### config.mk
export PLATFORM = sky130hd
export DESIGN_NAME = serial_command_line_assembler
export DESIGN_NICKNAME = d
export VERILOG_FILES = /design/src/rtl/core/sclas_pkg.sv /design/src/rtl/core/sclas_front.sv /design/src/rtl/core/sclas_cmd_fifo.sv /design/src/rtl/core/sclas_back.sv /design/src/rtl/core/serial_command_line_assembler.sv
export SDC_FILE = /design/constraint.sdc
export NUM_CORES = 1
export LEC_CHECK = 0
export BUFFER_PORTS_ARGS = -buffer_cell sky130_fd_sc_hd__clkbuf_2
export CAP_MARGIN = 20
export CELL_PAD_IN_SITES_DETAIL_PLACEMENT = 2
export CELL_PAD_IN_SITES_GLOBAL_PLACEMENT = 2
export CORE_ASPECT_RATIO = 1.1
export CORE_MARGIN = 5
export CORE_UTILIZATION = 50
export CTS_CLUSTER_SIZE = 20
export DETAILED_ROUTE_END_ITERATION = 6
export PLACE_DENSITY = 0.87
export SLEW_MARGIN = 20
export SYNTH_ARGS = -nofsm -noshare
export SYNTH_HDL_FRONTEND = slang
export SYNTH_SLANG_ARGS = --single-unit
### constraint.sdc
create_clock -name clk -period 6.5 [get_ports clk]
set_clock_uncertainty 0.2 [all_clocks]
set_input_delay 0.975 -clock clk [delete_from_list [all_inputs] [get_ports clk]]
set_output_delay 0.975 -clock clk [all_outputs]
set_load 0.05 [all_outputs]
### src/rtl/core/sclas_pkg.sv
`timescale 1ns / 1ps

package sclas_pkg;

  localparam int RING_DEPTH = 32;
  localparam int PTR_W = $clog2(RING_DEPTH);

  localparam int CMDQ_DEPTH = 2;
  localparam int CMDQ_PTR_W = (CMDQ_DEPTH > 1) ? $clog2(CMDQ_DEPTH) : 1;
  localparam int CMDQ_CNT_W = $clog2(CMDQ_DEPTH + 1);

  localparam logic [7:0] CH_CR    = 8'h0D;
  localparam logic [7:0] CH_LF    = 8'h0A;
  localparam logic [7:0] CH_SPACE = 8'h20;
  localparam logic [7:0] CH_TAB   = 8'h09;
  localparam logic [7:0] CH_PLUS  = 8'h2B;
  localparam logic [7:0] CH_MINUS = 8'h2D;
  localparam logic [7:0] CH_ZERO  = 8'h30;
  localparam logic [7:0] CH_NINE  = 8'h39;
  localparam logic [7:0] CH_NUL   = 8'h00;

  typedef logic [PTR_W-1:0] ptr_t;

  typedef enum logic [2:0] {
    KIND_ECHO  = 3'd0,
    KIND_NAME  = 3'd1,
    KIND_END   = 3'd2,
    KIND_READ  = 3'd3,
    KIND_EMPTY = 3'd4
  } kind_t;

  typedef enum logic [1:0] {
    CMD_STORE,
    CMD_LINE,
    CMD_READ
  } cmd_op_t;

  typedef enum logic [1:0] {
    PH_NAME,
    PH_SKIP,
    PH_DIGIT,
    PH_DONE
  } phase_t;

  typedef enum logic [3:0] {
    ST_IDLE,
    ST_ECHO_CR,
    ST_ECHO_LF,
    ST_FETCH,
    ST_SCAN,
    ST_END,
    ST_RD_FETCH,
    ST_RD_EMIT
  } back_state_t;

  typedef struct packed {
    logic       op;
    logic [7:0] rx_byte;
  } in_item_t;

  typedef struct packed {
    kind_t              kind;
    logic [7:0]         data_byte;
    logic signed [15:0] param_value;
    logic               pending;
    logic               last_of_run;
  } out_item_t;

  typedef struct packed {
    cmd_op_t    op;
    logic [7:0] data;
  } cmd_t;

  function automatic ptr_t ptr_inc(input ptr_t p);
    if (p == PTR_W'(RING_DEPTH - 1)) begin
      return '0;
    end
    return p + PTR_W'(1);
  endfunction

endpackage

### src/rtl/core/sclas_front.sv
`timescale 1ns / 1ps

module sclas_front (
  input  logic              push,
  output logic              full,
  input  sclas_pkg::in_item_t item,
  input  logic              cmdq_full,
  output logic              cmd_push,
  output sclas_pkg::cmd_t   cmd
);

  assign full     = cmdq_full;
  assign cmd_push = push && !cmdq_full;

  // Sort each transaction into a store, a line end or a read.
  always_comb begin
    cmd.data = item.rx_byte;
    if (item.op) begin
      cmd.op = sclas_pkg::CMD_READ;
    end else if (item.rx_byte == sclas_pkg::CH_CR || item.rx_byte == sclas_pkg::CH_LF) begin
      cmd.op = sclas_pkg::CMD_LINE;
    end else begin
      cmd.op = sclas_pkg::CMD_STORE;
    end
  end

endmodule

### src/rtl/core/sclas_cmd_fifo.sv
`timescale 1ns / 1ps

module sclas_cmd_fifo (
  input  logic            clk,
  input  logic            rst,
  input  logic            wr_en,
  input  sclas_pkg::cmd_t wr_data,
  output logic            is_full,
  input  logic            rd_en,
  output sclas_pkg::cmd_t rd_data,
  output logic            is_empty
);

  sclas_pkg::cmd_t                   slots [sclas_pkg::CMDQ_DEPTH];
  logic [sclas_pkg::CMDQ_PTR_W-1:0]  wr_ptr;
  logic [sclas_pkg::CMDQ_PTR_W-1:0]  rd_ptr;
  logic [sclas_pkg::CMDQ_CNT_W-1:0]  count;
  logic                              do_wr;
  logic                              do_rd;

  assign is_full  = (count == sclas_pkg::CMDQ_CNT_W'(sclas_pkg::CMDQ_DEPTH));
  assign is_empty = (count == '0);
  assign do_wr    = wr_en && !is_full;
  assign do_rd    = rd_en && !is_empty;
  assign rd_data  = slots[rd_ptr];

  always_ff @(posedge clk) begin
    if (do_wr) begin
      slots[wr_ptr] <= wr_data;
    end
  end

  always_ff @(posedge clk) begin
    if (rst) begin
      wr_ptr <= '0;
      rd_ptr <= '0;
      count  <= '0;
    end else begin
      if (do_wr) begin
        wr_ptr <= (wr_ptr == sclas_pkg::CMDQ_PTR_W'(sclas_pkg::CMDQ_DEPTH - 1)) ?
                  '0 : wr_ptr + sclas_pkg::CMDQ_PTR_W'(1);
      end
      if (do_rd) begin
        rd_ptr <= (rd_ptr == sclas_pkg::CMDQ_PTR_W'(sclas_pkg::CMDQ_DEPTH - 1)) ?
                  '0 : rd_ptr + sclas_pkg::CMDQ_PTR_W'(1);
      end
      if (do_wr && !do_rd) begin
        count <= count + sclas_pkg::CMDQ_CNT_W'(1);
      end else if (do_rd && !do_wr) begin
        count <= count - sclas_pkg::CMDQ_CNT_W'(1);
      end
    end
  end

endmodule

### src/rtl/core/sclas_back.sv
`timescale 1ns / 1ps

module sclas_back (
  input  logic                 clk,
  input  logic                 rst,
  input  sclas_pkg::cmd_t      cmd,
  input  logic                 cmd_avail,
  output logic                 cmd_pop,
  output logic                 empty,
  input  logic                 pop,
  output sclas_pkg::out_item_t result
);

  logic [7:0] ring [sclas_pkg::RING_DEPTH];
  logic [7:0] rdata;

  sclas_pkg::back_state_t state, state_next;
  sclas_pkg::phase_t      phase, phase_next;
  sclas_pkg::ptr_t        wp, wp_next;
  sclas_pkg::ptr_t        rp, rp_next;
  logic [15:0]            acc, acc_next;
  logic                   neg, neg_next;

  logic                   out_valid;
  sclas_pkg::out_item_t   out_q;
  logic                   out_ready;
  logic                   emit;
  sclas_pkg::out_item_t   emit_item;

  logic                   mem_we;
  logic                   is_blank;
  logic                   is_digit;
  logic [15:0]            acc_step;
  sclas_pkg::ptr_t        wp_inc;
  sclas_pkg::ptr_t        rp_inc;

  assign out_ready = !out_valid || pop;
  assign empty     = !out_valid;
  assign result    = out_q;
  assign wp_inc    = sclas_pkg::ptr_inc(wp);
  assign rp_inc    = sclas_pkg::ptr_inc(rp);

  assign is_blank = (rdata == sclas_pkg::CH_SPACE) ||
                    (rdata >= sclas_pkg::CH_TAB && rdata <= sclas_pkg::CH_CR);
  assign is_digit = (rdata >= sclas_pkg::CH_ZERO) && (rdata <= sclas_pkg::CH_NINE);
  // acc * 10 + digit, wrapping at 16 bits.
  assign acc_step = {acc[12:0], 3'b000} + {acc[14:0], 1'b0} +
                    {12'd0, rdata[3:0]};

  always_ff @(posedge clk) begin
    if (mem_we) begin
      ring[wp] <= cmd.data;
    end
    rdata <= ring[rp];
  end

  always_ff @(posedge clk) begin
    if (rst) begin
      state     <= sclas_pkg::ST_IDLE;
      phase     <= sclas_pkg::PH_NAME;
      wp        <= '0;
      rp        <= '0;
      acc       <= '0;
      neg       <= 1'b0;
      out_valid <= 1'b0;
    end else begin
      state <= state_next;
      phase <= phase_next;
      wp    <= wp_next;
      rp    <= rp_next;
      acc   <= acc_next;
      neg   <= neg_next;
      if (emit) begin
        out_valid <= 1'b1;
      end else if (pop) begin
        out_valid <= 1'b0;
      end
    end
  end

  always_ff @(posedge clk) begin
    if (emit) begin
      out_q <= emit_item;
    end
  end

  always_comb begin
    state_next = state;
    phase_next = phase;
    wp_next    = wp;
    rp_next    = rp;
    acc_next   = acc;
    neg_next   = neg;
    cmd_pop    = 1'b0;
    mem_we     = 1'b0;
    emit       = 1'b0;
    emit_item  = '{kind: sclas_pkg::KIND_ECHO, data_byte: 8'd0, param_value: 16'sd0,
                   pending: 1'b0, last_of_run: 1'b0};

    case (state)
      sclas_pkg::ST_IDLE: begin
        if (cmd_avail && out_ready) begin
          cmd_pop = 1'b1;
          case (cmd.op)
            sclas_pkg::CMD_STORE: begin
              // The ring holds text afterwards whether or not this byte fits.
              emit                  = 1'b1;
              emit_item.data_byte   = cmd.data;
              emit_item.pending     = 1'b1;
              emit_item.last_of_run = 1'b1;
              if (wp_inc != rp) begin
                mem_we  = 1'b1;
                wp_next = wp_inc;
              end
            end
            sclas_pkg::CMD_LINE: begin
              emit                = 1'b1;
              emit_item.data_byte = cmd.data;
              state_next          = sclas_pkg::ST_ECHO_CR;
            end
            default: begin
              if (wp == rp) begin
                emit                  = 1'b1;
                emit_item.kind        = sclas_pkg::KIND_EMPTY;
                emit_item.last_of_run = 1'b1;
              end else begin
                state_next = sclas_pkg::ST_RD_FETCH;
              end
            end
          endcase
        end
      end
      sclas_pkg::ST_ECHO_CR: begin
        if (out_ready) begin
          emit                = 1'b1;
          emit_item.data_byte = sclas_pkg::CH_CR;
          state_next          = sclas_pkg::ST_ECHO_LF;
        end
      end
      sclas_pkg::ST_ECHO_LF: begin
        if (out_ready) begin
          emit                  = 1'b1;
          emit_item.data_byte   = sclas_pkg::CH_LF;
          emit_item.last_of_run = (wp == rp);
          phase_next            = sclas_pkg::PH_NAME;
          acc_next              = '0;
          neg_next              = 1'b0;
          state_next            = (wp == rp) ? sclas_pkg::ST_IDLE : sclas_pkg::ST_FETCH;
        end
      end
      sclas_pkg::ST_FETCH: begin
        if (rp == wp || phase == sclas_pkg::PH_DONE) begin
          state_next = sclas_pkg::ST_END;
        end else begin
          state_next = sclas_pkg::ST_SCAN;
        end
      end
      sclas_pkg::ST_SCAN: begin
        case (phase)
          sclas_pkg::PH_NAME: begin
            if (rdata == sclas_pkg::CH_NUL) begin
              phase_next = sclas_pkg::PH_DONE;
              rp_next    = rp_inc;
              state_next = sclas_pkg::ST_FETCH;
            end else if (rdata == sclas_pkg::CH_SPACE) begin
              phase_next = sclas_pkg::PH_SKIP;
              rp_next    = rp_inc;
              state_next = sclas_pkg::ST_FETCH;
            end else if (out_ready) begin
              emit                = 1'b1;
              emit_item.kind      = sclas_pkg::KIND_NAME;
              emit_item.data_byte = rdata;
              rp_next             = rp_inc;
              state_next          = sclas_pkg::ST_FETCH;
            end
          end
          sclas_pkg::PH_SKIP: begin
            rp_next    = rp_inc;
            state_next = sclas_pkg::ST_FETCH;
            if (is_blank) begin
              phase_next = sclas_pkg::PH_SKIP;
            end else if (rdata == sclas_pkg::CH_PLUS || rdata == sclas_pkg::CH_MINUS) begin
              neg_next   = (rdata == sclas_pkg::CH_MINUS);
              phase_next = sclas_pkg::PH_DIGIT;
            end else if (is_digit) begin
              acc_next   = acc_step;
              phase_next = sclas_pkg::PH_DIGIT;
            end else begin
              phase_next = sclas_pkg::PH_DONE;
            end
          end
          default: begin
            rp_next    = rp_inc;
            state_next = sclas_pkg::ST_FETCH;
            if (is_digit) begin
              acc_next = acc_step;
            end else begin
              phase_next = sclas_pkg::PH_DONE;
            end
          end
        endcase
      end
      sclas_pkg::ST_END: begin
        if (out_ready) begin
          emit                  = 1'b1;
          emit_item.kind        = sclas_pkg::KIND_END;
          emit_item.param_value = neg ? -$signed(acc) : $signed(acc);
          emit_item.last_of_run = 1'b1;
          wp_next               = '0;
          rp_next               = '0;
          state_next            = sclas_pkg::ST_IDLE;
        end
      end
      sclas_pkg::ST_RD_FETCH: begin
        state_next = sclas_pkg::ST_RD_EMIT;
      end
      sclas_pkg::ST_RD_EMIT: begin
        if (out_ready) begin
          emit                  = 1'b1;
          emit_item.kind        = sclas_pkg::KIND_READ;
          emit_item.data_byte   = rdata;
          emit_item.pending     = (rp_inc != wp);
          emit_item.last_of_run = 1'b1;
          rp_next               = rp_inc;
          state_next            = sclas_pkg::ST_IDLE;
        end
      end
      default: begin
        state_next = sclas_pkg::ST_IDLE;
      end
    endcase
  end

endmodule

### src/rtl/core/serial_command_line_assembler.sv
`timescale 1ns / 1ps
// The first result of a transaction passes through the command queue and the output
// register before it reaches the result ports. The back end handles one command at a time
// while the command queue holds up to two more; a line end echoes its byte, then CR and LF,
// and if text is held, scans it one ring read per byte (FETCH, SCAN) before its end result.
// Reset is synchronous and active high; it empties both queues and zeroes the pointers,
// while the ring contents are left as they are.

module serial_command_line_assembler (
  input  logic                 clk,
  input  logic                 rst,
  input  logic                 push,
  output logic                 full,
  input  sclas_pkg::in_item_t  item,
  input  logic                 pop,
  output logic                 empty,
  output sclas_pkg::out_item_t result
);

  logic            cmdq_full;
  logic            cmdq_empty;
  logic            cmd_push;
  logic            cmd_pop;
  sclas_pkg::cmd_t cmd_in;
  sclas_pkg::cmd_t cmd_out;

  sclas_front u_front (
    .push      (push),
    .full      (full),
    .item      (item),
    .cmdq_full (cmdq_full),
    .cmd_push  (cmd_push),
    .cmd       (cmd_in)
  );

  sclas_cmd_fifo u_cmdq (
    .clk      (clk),
    .rst      (rst),
    .wr_en    (cmd_push),
    .wr_data  (cmd_in),
    .is_full  (cmdq_full),
    .rd_en    (cmd_pop),
    .rd_data  (cmd_out),
    .is_empty (cmdq_empty)
  );

  sclas_back u_back (
    .clk       (clk),
    .rst       (rst),
    .cmd       (cmd_out),
    .cmd_avail (!cmdq_empty),
    .cmd_pop   (cmd_pop),
    .empty     (empty),
    .pop       (pop),
    .result    (result)
  );

endmodule

## After elaboration in Yosys (flattened, before gate mapping)

Memories as Yosys holds them, arrays and structs flattened. A register that Yosys moved wholly into a read port is not among the register bits.
Index checks and enable logic that the tools add are counted.
W data, S select, Z words.

- Add/sub/neg operators: 9
- $mul: 0
- Div/mod/pow operators: 0
- Magnitude comparators: 4
- Equal/unequal tests: 40
- Shifts and indexed selects: 0
- Muxes and demuxes: 99
- Bitwise logic cells: 0
- Reduce and logical (&&, ||, !) cells: 38

Operator list:

| operator | number |
|---|---|
| $mux W16 | 5 |
| $pmux W16 S2 | 2 |
| $mux W5 | 12 |
| $mux W11 | 4 |
| $mux W4 | 11 |
| $pmux W8 S5 | 1 |
| $mux W1 | 34 |
| $pmux W4 S7 | 1 |
| $mux W2 | 13 |
| $eq A8 B6 Y1 const B | 3 |
| $add A16 B16 Y16 | 1 |
| $add A16 B4 Y16 | 1 |
| $eq A4 B3 Y1 const B | 4 |
| $eq A8 B4 Y1 const B | 2 |
| $neg A16 Y16 | 1 |
| $pmux W5 S3 | 1 |
| $reduce_and A5 Y1 | 3 |
| $ne A2 B1 Y1 const B | 7 |
| $pmux W3 S4 | 1 |
| $add A5 B1 Y5 const B | 2 |
| $eq A5 B5 Y1 | 2 |
| $eq A5 B5 Y1 const B | 2 |
| $mux W10 | 1 |
| $ne A2 B2 Y1 const B | 5 |
| other kinds (38) | 71 |

- Bits in registers: 67
- Bits in latches: 0
- Memory bits (writable): 276
- Bits in read-only memories: 0
- Input port bits: 13
- Memories: 2

Memories:

| name | words | bits a word | rd ports | clocked after memory_dff | write ports | RTL line | text |
|---|---|---|---|---|---|---|---|
| u_back.ring | 32 | 8 | 1 | 1 | 1 | sclas_back.sv:14 | `logic [7:0] ring [sclas_pkg::RING_DEPTH];` |
| u_cmdq.slots | 2 | 10 | 1 | 1 | 1 | sclas_cmd_fifo.sv:14 | `sclas_pkg::cmd_t slots [sclas_pkg::CMDQ_DEPTH];` |

## Depth between registers and ports, before layout

Gate-level depths: netlist of the first run.

- Word-level depth: 10
- Depth in mapped cells: 11
- Depth with buffers taken out: 11

## Modules after synthesis

From an unflattened synthesis of the first run, not the netlist that was laid out.

- Cell total of the unflattened synthesis: 970
- Area, all modules: 15478.6 um^2

Modules (own cells, without submodules):

| module | times used | cells each | area an instance (um^2) | seq. area each (um^2) |
|---|---|---|---|---|
| sclas_back | 1 | 897 | 14415.1 | 9379.0 |
| sclas_cmd_fifo | 1 | 56 | 935.9 | 700.7 |
| sclas_front | 1 | 16 | 123.9 | 0.0 |
| serial_command_line_assembler | 1 | 1 | 3.8 | 0.0 |

## Least setup slack after synthesis of the first run

No wires, ideal clock.

- Kind: input port to flip-flop
- Start: in pop
- End: reg u_back.out_q (netlist bit u_back.result[0]) (enable)
- Data arrival time: 3.217 ns
- Slack: 2.628 ns
- Cell stages on the path: 2
- Cells stage by stage: nor2_1 o21ai_0

- Longest elaborated chain between the ends: 6
- Elaborated cells between the ends (all ways): 8
- Those cells by class: mux: 6; reduce/logical: 2

RTL lines:

| element | RTL line | text |
|---|---|---|
| start, declared | serial_command_line_assembler.sv:15 | `input logic pop,` |
| $logic_or A1 B1 Y1 * | sclas_back.sv:37 | `assign out_ready = !out_valid \|\| pop;` |
| $mux W1 | - |  |
| $mux W1 | sclas_back.sv:165 | `end else if (rdata == sclas_pkg::CH_SPACE) begin` |
| $mux W1 | sclas_back.sv:161 | `if (rdata == sclas_pkg::CH_NUL) begin` |
| $mux W1 | sclas_back.sv:159 | `case (phase)` |
| $pmux W1 S3 * | sclas_back.sv:100 | `case (state)` |
| net u_back.emit | sclas_back.sv:27 | `logic emit;` |
| end signal, assigned | sclas_back.sv:83 | `out_q <= emit_item;` |
| end, declared | sclas_back.sv:25 | `sclas_pkg::out_item_t out_q;` |

The timed path passes the listed nets; every way through them passes the cells marked *.
A chain may end at the register's enable or synchronous reset.

## Worst setup path after layout of the first run

- Start: reg u_back.wp[1]
- End: mem u_back.ring[21][1] (enable)

- Longest elaborated chain between the ends: 10
- Elaborated cells between the ends (all ways): 11
- Those cells by class: add/sub: 1; eq/ne: 2; mux: 8

RTL lines:

| element | RTL line | text |
|---|---|---|
| start, declared | sclas_back.sv:19 | `sclas_pkg::ptr_t wp, wp_next;` |
| start signal, assigned | sclas_back.sv:69 | `wp <= wp_next;` |
| branches (longest 10 deep; another with $add A5 B1 Y5) | - |  |
| end, declared | sclas_back.sv:14 |  |

Parallel ways; which one is timed is not known.

==> qor.yml, run 1 <==
dr.pass1.iters: 5
io_pins: 44
hold_buffers: 0
dieWidth_um: 177.0
coreArea_sq_um: 30350
crit_path_start: "u_back.wp[1]$_SDFFE_PP0P_"
fmax_ghz: 0.2130
drv_cap: 0
diodes: 0
dieArea_sq_um: 34280
overflow: 0
std_cell_rows: 67
crit_slowest_cell: "nor2_1"
regToRegSetupSlack_ns: 1.81
cts.htree.levels: 2
place_hpwl_um: 29680
syn_to_final_growth_pct: 11.46
min_period_ns: 4.695
drive_gt1_frac: 0.1911
cp_data_arrival_time_ns: 4.64
most-common-layout-cells: "edfxtp_1 (305), nor2_1 (95), mux4_2 (65), nand2_1 (52), dfxtp_1 (44)"
final_common_cell: "edfxtp_1"
synth.cell_area_sq_um: 15330
wl_um: 46750
antenna_found_initial: 1
cp-end-kind: "flip-flop"
synth.ff_latch_count: 351
max_stage_delay_ns: 0.91
cts_tree: "yes"
synth.distinct_cells: 69
hp-class: "reg -> reg"
cts_root_buf: "clkbuf_16"
period_share: 0.7223
clock_latency_ns: 0.53
cp-endpoint: "u_back.ring[21][1]$_DFFE_PP_"
via_per_inst: 6.327
start_util: 0.5053
startpoint_type: "flip-flop"
peakVddDrop_uv: 280.6
stdcell_count: 1450
globalplace.congestion: 0.8850
dp_cells: 1382
min-delay-start: "u_back.acc[13]$_SDFFE_PP0P_"
maxSlewHeadroom: 0.2193
clock_path_buffers: 3
p_per_area_nw_per_um2: 405.3
status: "finished, final reports clean"
cts_resized: 0
cts_sinks: 351
drc: 0
r2r-start: "u_back.wp[1]$_SDFFE_PP0P_"
grt_pass1_vias: 9837
rr_worst_depth: 10
crit_type: "reg -> reg"
synth_nets: 1014
grt_setup_unrepaired: "false"
report.final.setup_viol: 0
grt_max_degree: 70
required_ns: 6.44
syn_inst: 964
port_buffers: 43
async_flop_share: 0
clkTransAtPathRegs_ns: 0.06
synth_edf_count: 305
grt_pass1_wl_um: 68700
die_h_um: 193.7
yosys_warnings: 0
drt_iter0_markers: 838
routedWlPerCell_um: 32.24
power_leakage_nw: 5.710
slew_viol_final: 0
tns_ns: 0
globalRouteTotalUtil: 0.2724
hold_viol_final: 0
path_cells: "ha_1 -> and3_1 -> ha_1 -> nor2_1 -> mux2i_1 -> xor2_1 -> and4_1 -> nor3_1 -> nand2_1 -> nor2_1"
ys_seq_area_frac: 0.6573
postCtsSetupRepairBufs: 0
postSynthAreaPerCell_sq_um: 15.91
synthFlopType: "edfxtp_1"
layout.nets: 1057
drtAntennaViolNets: 0
cts_buffers: 37
crit_fanout: 9
tightest_slew_ns: 1.169
fill_cells: 2675
r2r_end: "u_back.ring[21][1]$_DFFE_PP_"
vias: 9174
-- through the flow --
stage	area, sq um	utilization	hold slack (ns)	worst slack [ns]	power, W
6_report	17090	0.5632	0.3343	1.805	0.006927
2_1_floorplan	15330	-	0.2529	2.628	0.004237
4_1_cts	17090	0.5632	0.3409	1.870	0.006973
3_3_place_gp	15890	0.5235	0.2962	2.540	0.004717
5_1_grt	17090	0.5632	0.3835	1.603	0.007160
3_5_place_dp	15890	0.5235	0.3341	2.041	0.004822
-- flip-flops by register name, indices dropped and copies added, names as in the netlist, named ones only --
signal,cells
u_back.rdata,8
u_back.rp,5
u_back.wp,5
u_back.state,3
u_back.ring,256
u_cmdq.rd_ptr,1
u_cmdq.count,2
u_cmdq.slots,20
u_back.result,29
u_cmdq.wr_ptr,1
u_back.neg,1
u_back.acc,16
u_back.out_valid,1
u_back.phase,2
-- cells by family (layout without fill, tap and decap cells) --
family	Yosys count	after routing	share of synthesized area
compound gates	113	113	0.04904
xor+xnor	46	46	0.02627
fa+ha+maj	37	37	0.03117
buf+inv	62	134	0.01934
flops	351	351	0.6573
mux	104	104	0.1383
simple gates	251	251	0.07857
-- worst min-delay path by stage --
stage | slack, ns | depth (start not counted) | end
after global routing | 0.38 | 2 | u_back.acc[0]$_SDFFE_PP0P_
after floorplan | 0.25 | 2 | u_back.acc[0]$_SDFFE_PP0P_
after CTS | 0.34 | 2 | u_back.acc[13]$_SDFFE_PP0P_
final | 0.33 | 2 | u_back.acc[13]$_SDFFE_PP0P_
after detailed placement | 0.33 | 2 | u_back.acc[13]$_SDFFE_PP0P_
after global placement | 0.30 | 2 | u_cmdq.rd_ptr$_SDFFE_PP0P_
-- layout make-up --
type                    instances  area, sq um  area share
inverters                      18        67.56    0.003953
well taps                     414        518.0     0.03031
clock inverters                16        185.2     0.01083
repair buffers                 48        252.7     0.01479
multi-input cells             551         4962      0.2903
clock buffers                  52         1022     0.05981
flip-flops and latches        351        10080      0.5900
-- where the power goes --
part           internal (W)  total, W  leakage (nW)  switching, W
clock network       0.00123   0.00214         0.591      0.000915
logic              0.000486   0.00172          1.97       0.00123
registers           0.00288   0.00306          3.15      0.000189
total               0.00459   0.00693          5.71       0.00234
-- critical path: cells and delay by family (launching register included) --
family | cells | cell delay, ns
xor+xnor | 1 | 0.13
flops | 1 | 0.57
mux | 1 | 0.22
simple gates | 6 | 2.47
fa+ha+maj | 2 | 0.71
-- Yosys cell counts (10+ instances only) --
cell type | instances | area, sq um
inv_1 | 18 | 67.56
o21ai_0 | 22 | 110.1
dfxtp_1 | 46 | 920.9
edfxtp_1 | 305 | 9159
xor2_1 | 28 | 245.2
o31ai_1 | 10 | 75.07
mux4_1 | 15 | 394.1
mux4_2 | 65 | 1464
clkbuf_1 | 26 | 97.59
nor3_1 | 14 | 70.07
buf_2 | 11 | 55.05
nor2_1 | 95 | 356.6
nand2_1 | 52 | 195.2
or3_1 | 14 | 87.58
mux2_2 | 18 | 202.7
nand3_1 | 28 | 140.1
ha_1 | 35 | 437.9
xnor2_1 | 18 | 157.7
a21oi_1 | 31 | 155.2
-- per-layer routing --
metal / up-vias / global-route usage / routed length, um
met1: 4834 / 0.3383 / 17940
li1: 3863 / - / -
met2: 373 / 0.4861 / 24520
met3: 102 / 0.03608 / 2314
met4: 2 / 0.1020 / 1953
met5: - / 0 / 19
(Power assumes the default switching activity.)
==> inputs of run 2 (changes only) <==
Settings changed: ABC_AREA from default to 1, CORE_UTILIZATION 50 to 38, PLACE_DENSITY 0.87 to 0.79.
Clock period 6.5 ns to 3.9 ns, I/O delays scaled along.
==> run 2 against run 1 <==
Worst setup slack got worse by 1.6 ns. Wire length rose by 11%. Synthesized cell count rose by 55%. Largest cell class unchanged.
==> qor.yml, run 2 <==
clkTransAtPathRegs_ns: 0.06
yosysTopAreaCellShare: 0.5854
drv_cap: 0
cp_data_arrival_time_ns: 3.73
die_h_um: 222.8
synth_edf_count: 305
vias: 11760
startpoint_type: "flip-flop"
synth.ff_latch_count: 351
dieArea_sq_um: 45340
ys_seq_area_frac: 0.6442
fill_cells: 4274
seq_area_sq_um: 10080
overflow: 0
ys_top_cells_by_area: "edfxtp_1 (59%), nor2_1 (6.5%), dfxtp_1 (5.9%), o21ai_0 (5.4%), nand2_1 (5.1%)"
std_cell_rows: 78
place_area_sq_um: 16380
maxSlewHeadroom: 0.2395
top_register: "u_back.ring"
grt_use_met3: 0.03722
cts_sinks: 351
yosysMostFrequentCell: "edfxtp_1"
hold_viol_final: 0
drc: 0
async_flop_share: 0
largest_register_ffs: 256
antenna_found_initial: 0
tns_ns: 0
postSynthAreaPerCell_sq_um: 10.47
synth.cell_area_sq_um: 15650
drtAntennaViolNets: 0
grtUsageMet1: 0.2878
dieWidth_um: 203.5
drive_gt1_frac: 0.1086
synth.distinct_cells: 46
most-common-layout-cells: "edfxtp_1 (305), nor2_1 (257), nand2_1 (208), o21ai_0 (168), o22ai_1 (78)"
syn_to_final_growth_pct: 12.28
dr.pass1.iters: 5
routedWlPerCell_um: 25.08
cts_buffers: 39
grt_pass1_wl_um: 79260
grt_max_degree: 114
syn_inst: 1495
clock_path_buffers: 3
layout.nets: 1579
place_hpwl_um: 34360
pre_cts_slack_ns: 0.2405
whs_ns: 0.03502
tightest_slew_ns: 1.137
total_power_w: 0.01233
synth_common_cells: "edfxtp_1 (305), nor2_1 (269), nand2_1 (213), o21ai_0 (168), o22ai_1 (78)"
cp-end-kind: "flip-flop"
hp-class: "in -> reg"
multi_input_area_sq_um: 5025
cts_root_buf: "clkbuf_16"
report.final.setup_viol: 0
cts.htree.levels: 2
crit_fanout: 8
coreArea_sq_um: 40990
synth_nets: 1545
stdcell_area_sq_um: 17570
slew_viol_final: 0
peakVddDrop_uv: 409.1
grtUsageMet2: 0.4009
port_buffers: 43
layout_setup_ws_ns: 0.1599
required_ns: 3.89
globalRouteTotalUtil: 0.2292
yosys_warnings: 0
min_period_ns: 3.740
p_per_area_nw_per_um2: 702.0
postCtsSetupRepairBufs: 0
globalplace.congestion: 0.8498
grt_pass1_vias: 12810
period_share: 0.9590
grt_setup_unrepaired: "true"
crit_type: "reg -> reg"
final_common_cell: "edfxtp_1"
clock_latency_ns: 0.57
busiest_layer: "met2"
drt_iter0_markers: 753
cts_tree: "yes"
synthFlopType: "edfxtp_1"
io_pins: 44
diodes: 0
power_leakage_nw: 6.375
status: "finished, final reports clean"
fmax_ghz: 0.2674
via_per_inst: 5.665
regToRegSetupSlack_ns: 0.16
synth_area_leader_cell: "edfxtp_1"
start_util: 0.3817
wl_um: 52070
## run 2: cell families (layout without fill, tap and decap cells)
group | after synthesis | after routing | share of synthesized area
buf+inv | 148 | 209 | 0.03759
fa+ha+maj | 37 | 37 | 0.03055
simple gates | 597 | 597 | 0.1587
flops | 351 | 351 | 0.6442
mux | 1 | 1 | 0.0006398
xor+xnor | 12 | 12 | 0.006717
compound gates | 349 | 349 | 0.1216
## run 2: area by class of cell
class                           count  area share
Clock buffer                       51     0.05812
Tap cell                          520     0.03703
Sequential cell                   351      0.5740
Inverter                           81     0.01738
Multi-Input combinational cell    996      0.2860
Clock inverter                     17    0.007905
Timing Repair Buffer               60     0.01951
## run 2: final timing paths
check,cells past startpoint,to,startpoint
worst min register to register,2,u_back.acc[15]$_SDFFE_PP0P_,u_back.acc[15]$_SDFFE_PP0P_
worst max-delay path,13,u_back.ring[3][5]$_DFFE_PP_,u_back.wp[1]$_SDFFE_PP0P_
worst min-delay path,1,u_cmdq.slots[0][9]$_DFFE_PP_,item[8]
worst max register to register,13,u_back.ring[3][5]$_DFFE_PP_,u_back.wp[1]$_SDFFE_PP0P_
## run 2: layer usage
metal	part of all wire	vias to the layer above
li1	-	5363
met5	0	-
met4	0.034	0
met2	0.50	298
met1	0.42	5991
met3	0.047	108
## run 2: stage by stage
step,utilization,std cells
6_report,0.4286,2076
5_1_grt,0.4286,2076
4_1_cts,0.4279,2076
3_5_place_dp,0.3996,2008
3_3_place_gp,0.3996,2008
2_1_floorplan,-,1495
## run 2: power breakdown
part,switching [W],leakage (nW),internal (W),total [W]
combinational,0.00304,2.66,0.000774,0.00381
clock,0.00152,0.555,0.00192,0.00344
sequential,0.000242,3.16,0.00484,0.00508
## run 2: repair_timing
action                                  CTS  global route
resized for setup                         0            12
hold buffers                              0             0
endpoints found under the setup margin    0           118
hold endpoints to repair                  0             0
## run 2: critical path, stage by stage (launching register included)
cell and delay [ns]:
dfxtp_1 0.53, ha_1 0.31, nand2_1 0.14, nor2_1 0.14
ha_1 0.26, nand2_1 0.09, nand2_1 0.08, nand2_1 0.07
nor2_1 0.05, nand4_1 0.10, nand2_1 0.09, nor2_2 0.28
nand2_2 0.37, nor2_1 0.65
==> inputs of run 3 (changes only) <==
Settings changed: RECOVER_POWER from default to 50.
==> run 3 against run 2 <==
Hold slack better by 0.047 ns. Non-clock buffer count unchanged. Register-to-register slack about the same. The run now ends with capacitance limit, slew limit left. Largest power group unchanged. Die area unchanged. Maximum frequency up 0.12%. Highest routed layer unchanged.
==> qor.yml, run 3 (same netlist as run 2, synthesis figures left out) <==
start_util: 0.3817
fill_cells: 4305
cts_tree: "yes"
min_period_ns: 3.736
maxSlewHeadroom: -0.6563
grt_setup_unrepaired: "true"
violations: "capacitance limit, slew limit"
drive_gt1_frac: 0.07712
grt_max_degree: 114
final_util: 0.4266
drc: 0
grt_use_met3: 0.03722
slew_viol_final: 238
cp-end-kind: "flip-flop"
most-common-layout-cells: "edfxtp_1 (305), nor2_1 (258), nand2_1 (214), o21ai_0 (168), o22ai_1 (78)"
layout_setup_ws_ns: 0.1642
dp_cells: 2008
drt_iter0_markers: 766
coreArea_sq_um: 40990
port_buffers: 43
crit_fanout: 8
r2r-start: "u_back.wp[1]$_SDFFE_PP0P_"
crit_type: "reg -> reg"
std_cell_rows: 78
drtAntennaViolNets: 0
grt_pass1_wl_um: 79260
globalplace.congestion: 0.8498
clkTransAtPathRegs_ns: 0.06
vias: 11770
fmax_ghz: 0.2677
report.final.setup_viol: 0
cp_data_arrival_time_ns: 3.71
min-delay-start: "item[8]"
grtUsageMet1: 0.2878
routedWlPerCell_um: 25.05
largest_register_ffs: 256
cts_root_buf: "clkbuf_16"
dr.pass1.iters: 5
power_leakage_nw: 6.244
hold_viol_final: 0
io_pins: 44
diodes: 0
place_area_sq_um: 16380
syn_to_final_growth_pct: 11.76
dieArea_sq_um: 45340
via_per_inst: 5.669
overflow: 0
stdcell_area_sq_um: 17490
hold_buffers: 0
required_ns: 3.87
cts_buffers: 39
dieWidth_um: 203.5
pre_cts_slack_ns: 0.2405
die_h_um: 222.8
place_hpwl_um: 34360
hp-class: "in -> reg"
grtUsageMet2: 0.4009
clock_path_buffers: 3
layout.nets: 1579
wl_um: 52000
antenna_found_initial: 0
startpoint_type: "flip-flop"
period_share: 0.9579
cts_sinks: 351
final_common_cell: "edfxtp_1"
status: "finished with violations"
top_register: "u_back.ring"
globalRouteTotalUtil: 0.2292
busiest_layer: "met2"
grt_pass1_vias: 12810
crit_path_start: "u_back.wp[1]$_SDFFE_PP0P_"
cts.htree.levels: 2
drv_cap: 7
tightest_slew_ns: 2.484
peakVddDrop_uv: 410.3
p_per_area_nw_per_um2: 702.6
total_power_w: 0.01228
stdcell_count: 2076
clock_latency_ns: 0.57
run 3: per-layer routing:
layer | up-vias | wire [um] | part of all wire
met1 | 5995 | 21600 | 0.42
met5 | - | 0 | 0
met4 | 0 | 1700 | 0.033
met3 | 103 | 2498 | 0.048
li1 | 5362 | - | -
met2 | 309 | 26200 | 0.50
run 3: cell type report:
| type | instances | area, sq um | area share |
|---|---|---|---|
| Clock buffer | 51 | 1021 | 0.05839 |
| Clock inverter | 17 | 138.9 | 0.007943 |
| Inverter | 81 | 305.3 | 0.01746 |
| Multi-Input combinational cell | 996 | 5002 | 0.2861 |
| Sequential cell | 351 | 10080 | 0.5767 |
| Tap cell | 520 | 650.6 | 0.03721 |
| Timing Repair Buffer | 60 | 282.8 | 0.01617 |
run 3: worst paths after layout:
| path | endpoint | slack, ns | depth (start not counted) |
|---|---|---|---|
| worst min-delay path | u_cmdq.slots[0][9]$_DFFE_PP_ | 0.08 | 1 |
| worst max register to register | u_back.ring[31][4]$_DFFE_PP_ | 0.16 | 13 |
| worst min register to register | u_back.acc[15]$_SDFFE_PP0P_ | 0.29 | 2 |
| worst max-delay path | u_back.ring[31][4]$_DFFE_PP_ | 0.16 | 13 |
run 3: through the flow:
stage | setup TNS, ns | hold slack (ns)
final | 0 | 0.08194
after global routing | -1.975 | 0.07204
after CTS | 0 | 0.002033
after detailed placement | 0 | 0.2888
after global placement | 0 | 0.2765
after floorplan | 0 | 0.2515
run 3: critical path, stage by stage (launching register included):
cell and delay [ns]:
dfxtp_1 0.52, ha_1 0.31, nand2_1 0.13, nor2_1 0.13, ha_1 0.26, nand2_1 0.09
nand2_1 0.08, nand2_1 0.07, nor2_1 0.05, nand4_1 0.10, nand2_1 0.08, nor2_2 0.28
nand2_2 0.37, nor2_1 0.63
run 3: power by group:
part	leakage, nW	total (W)	switching, W	internal [W]
Clock	0.555	0.00344	0.00152	0.00192
Sequential	3.16	0.00510	0.000239	0.00486
Combinational	2.53	0.00375	0.00303	0.000718
run 3: timing repair:
action	in CTS	in global routing
resized for setup	0	12
setup endpoints to repair	0	118
buffers inserted	0	0
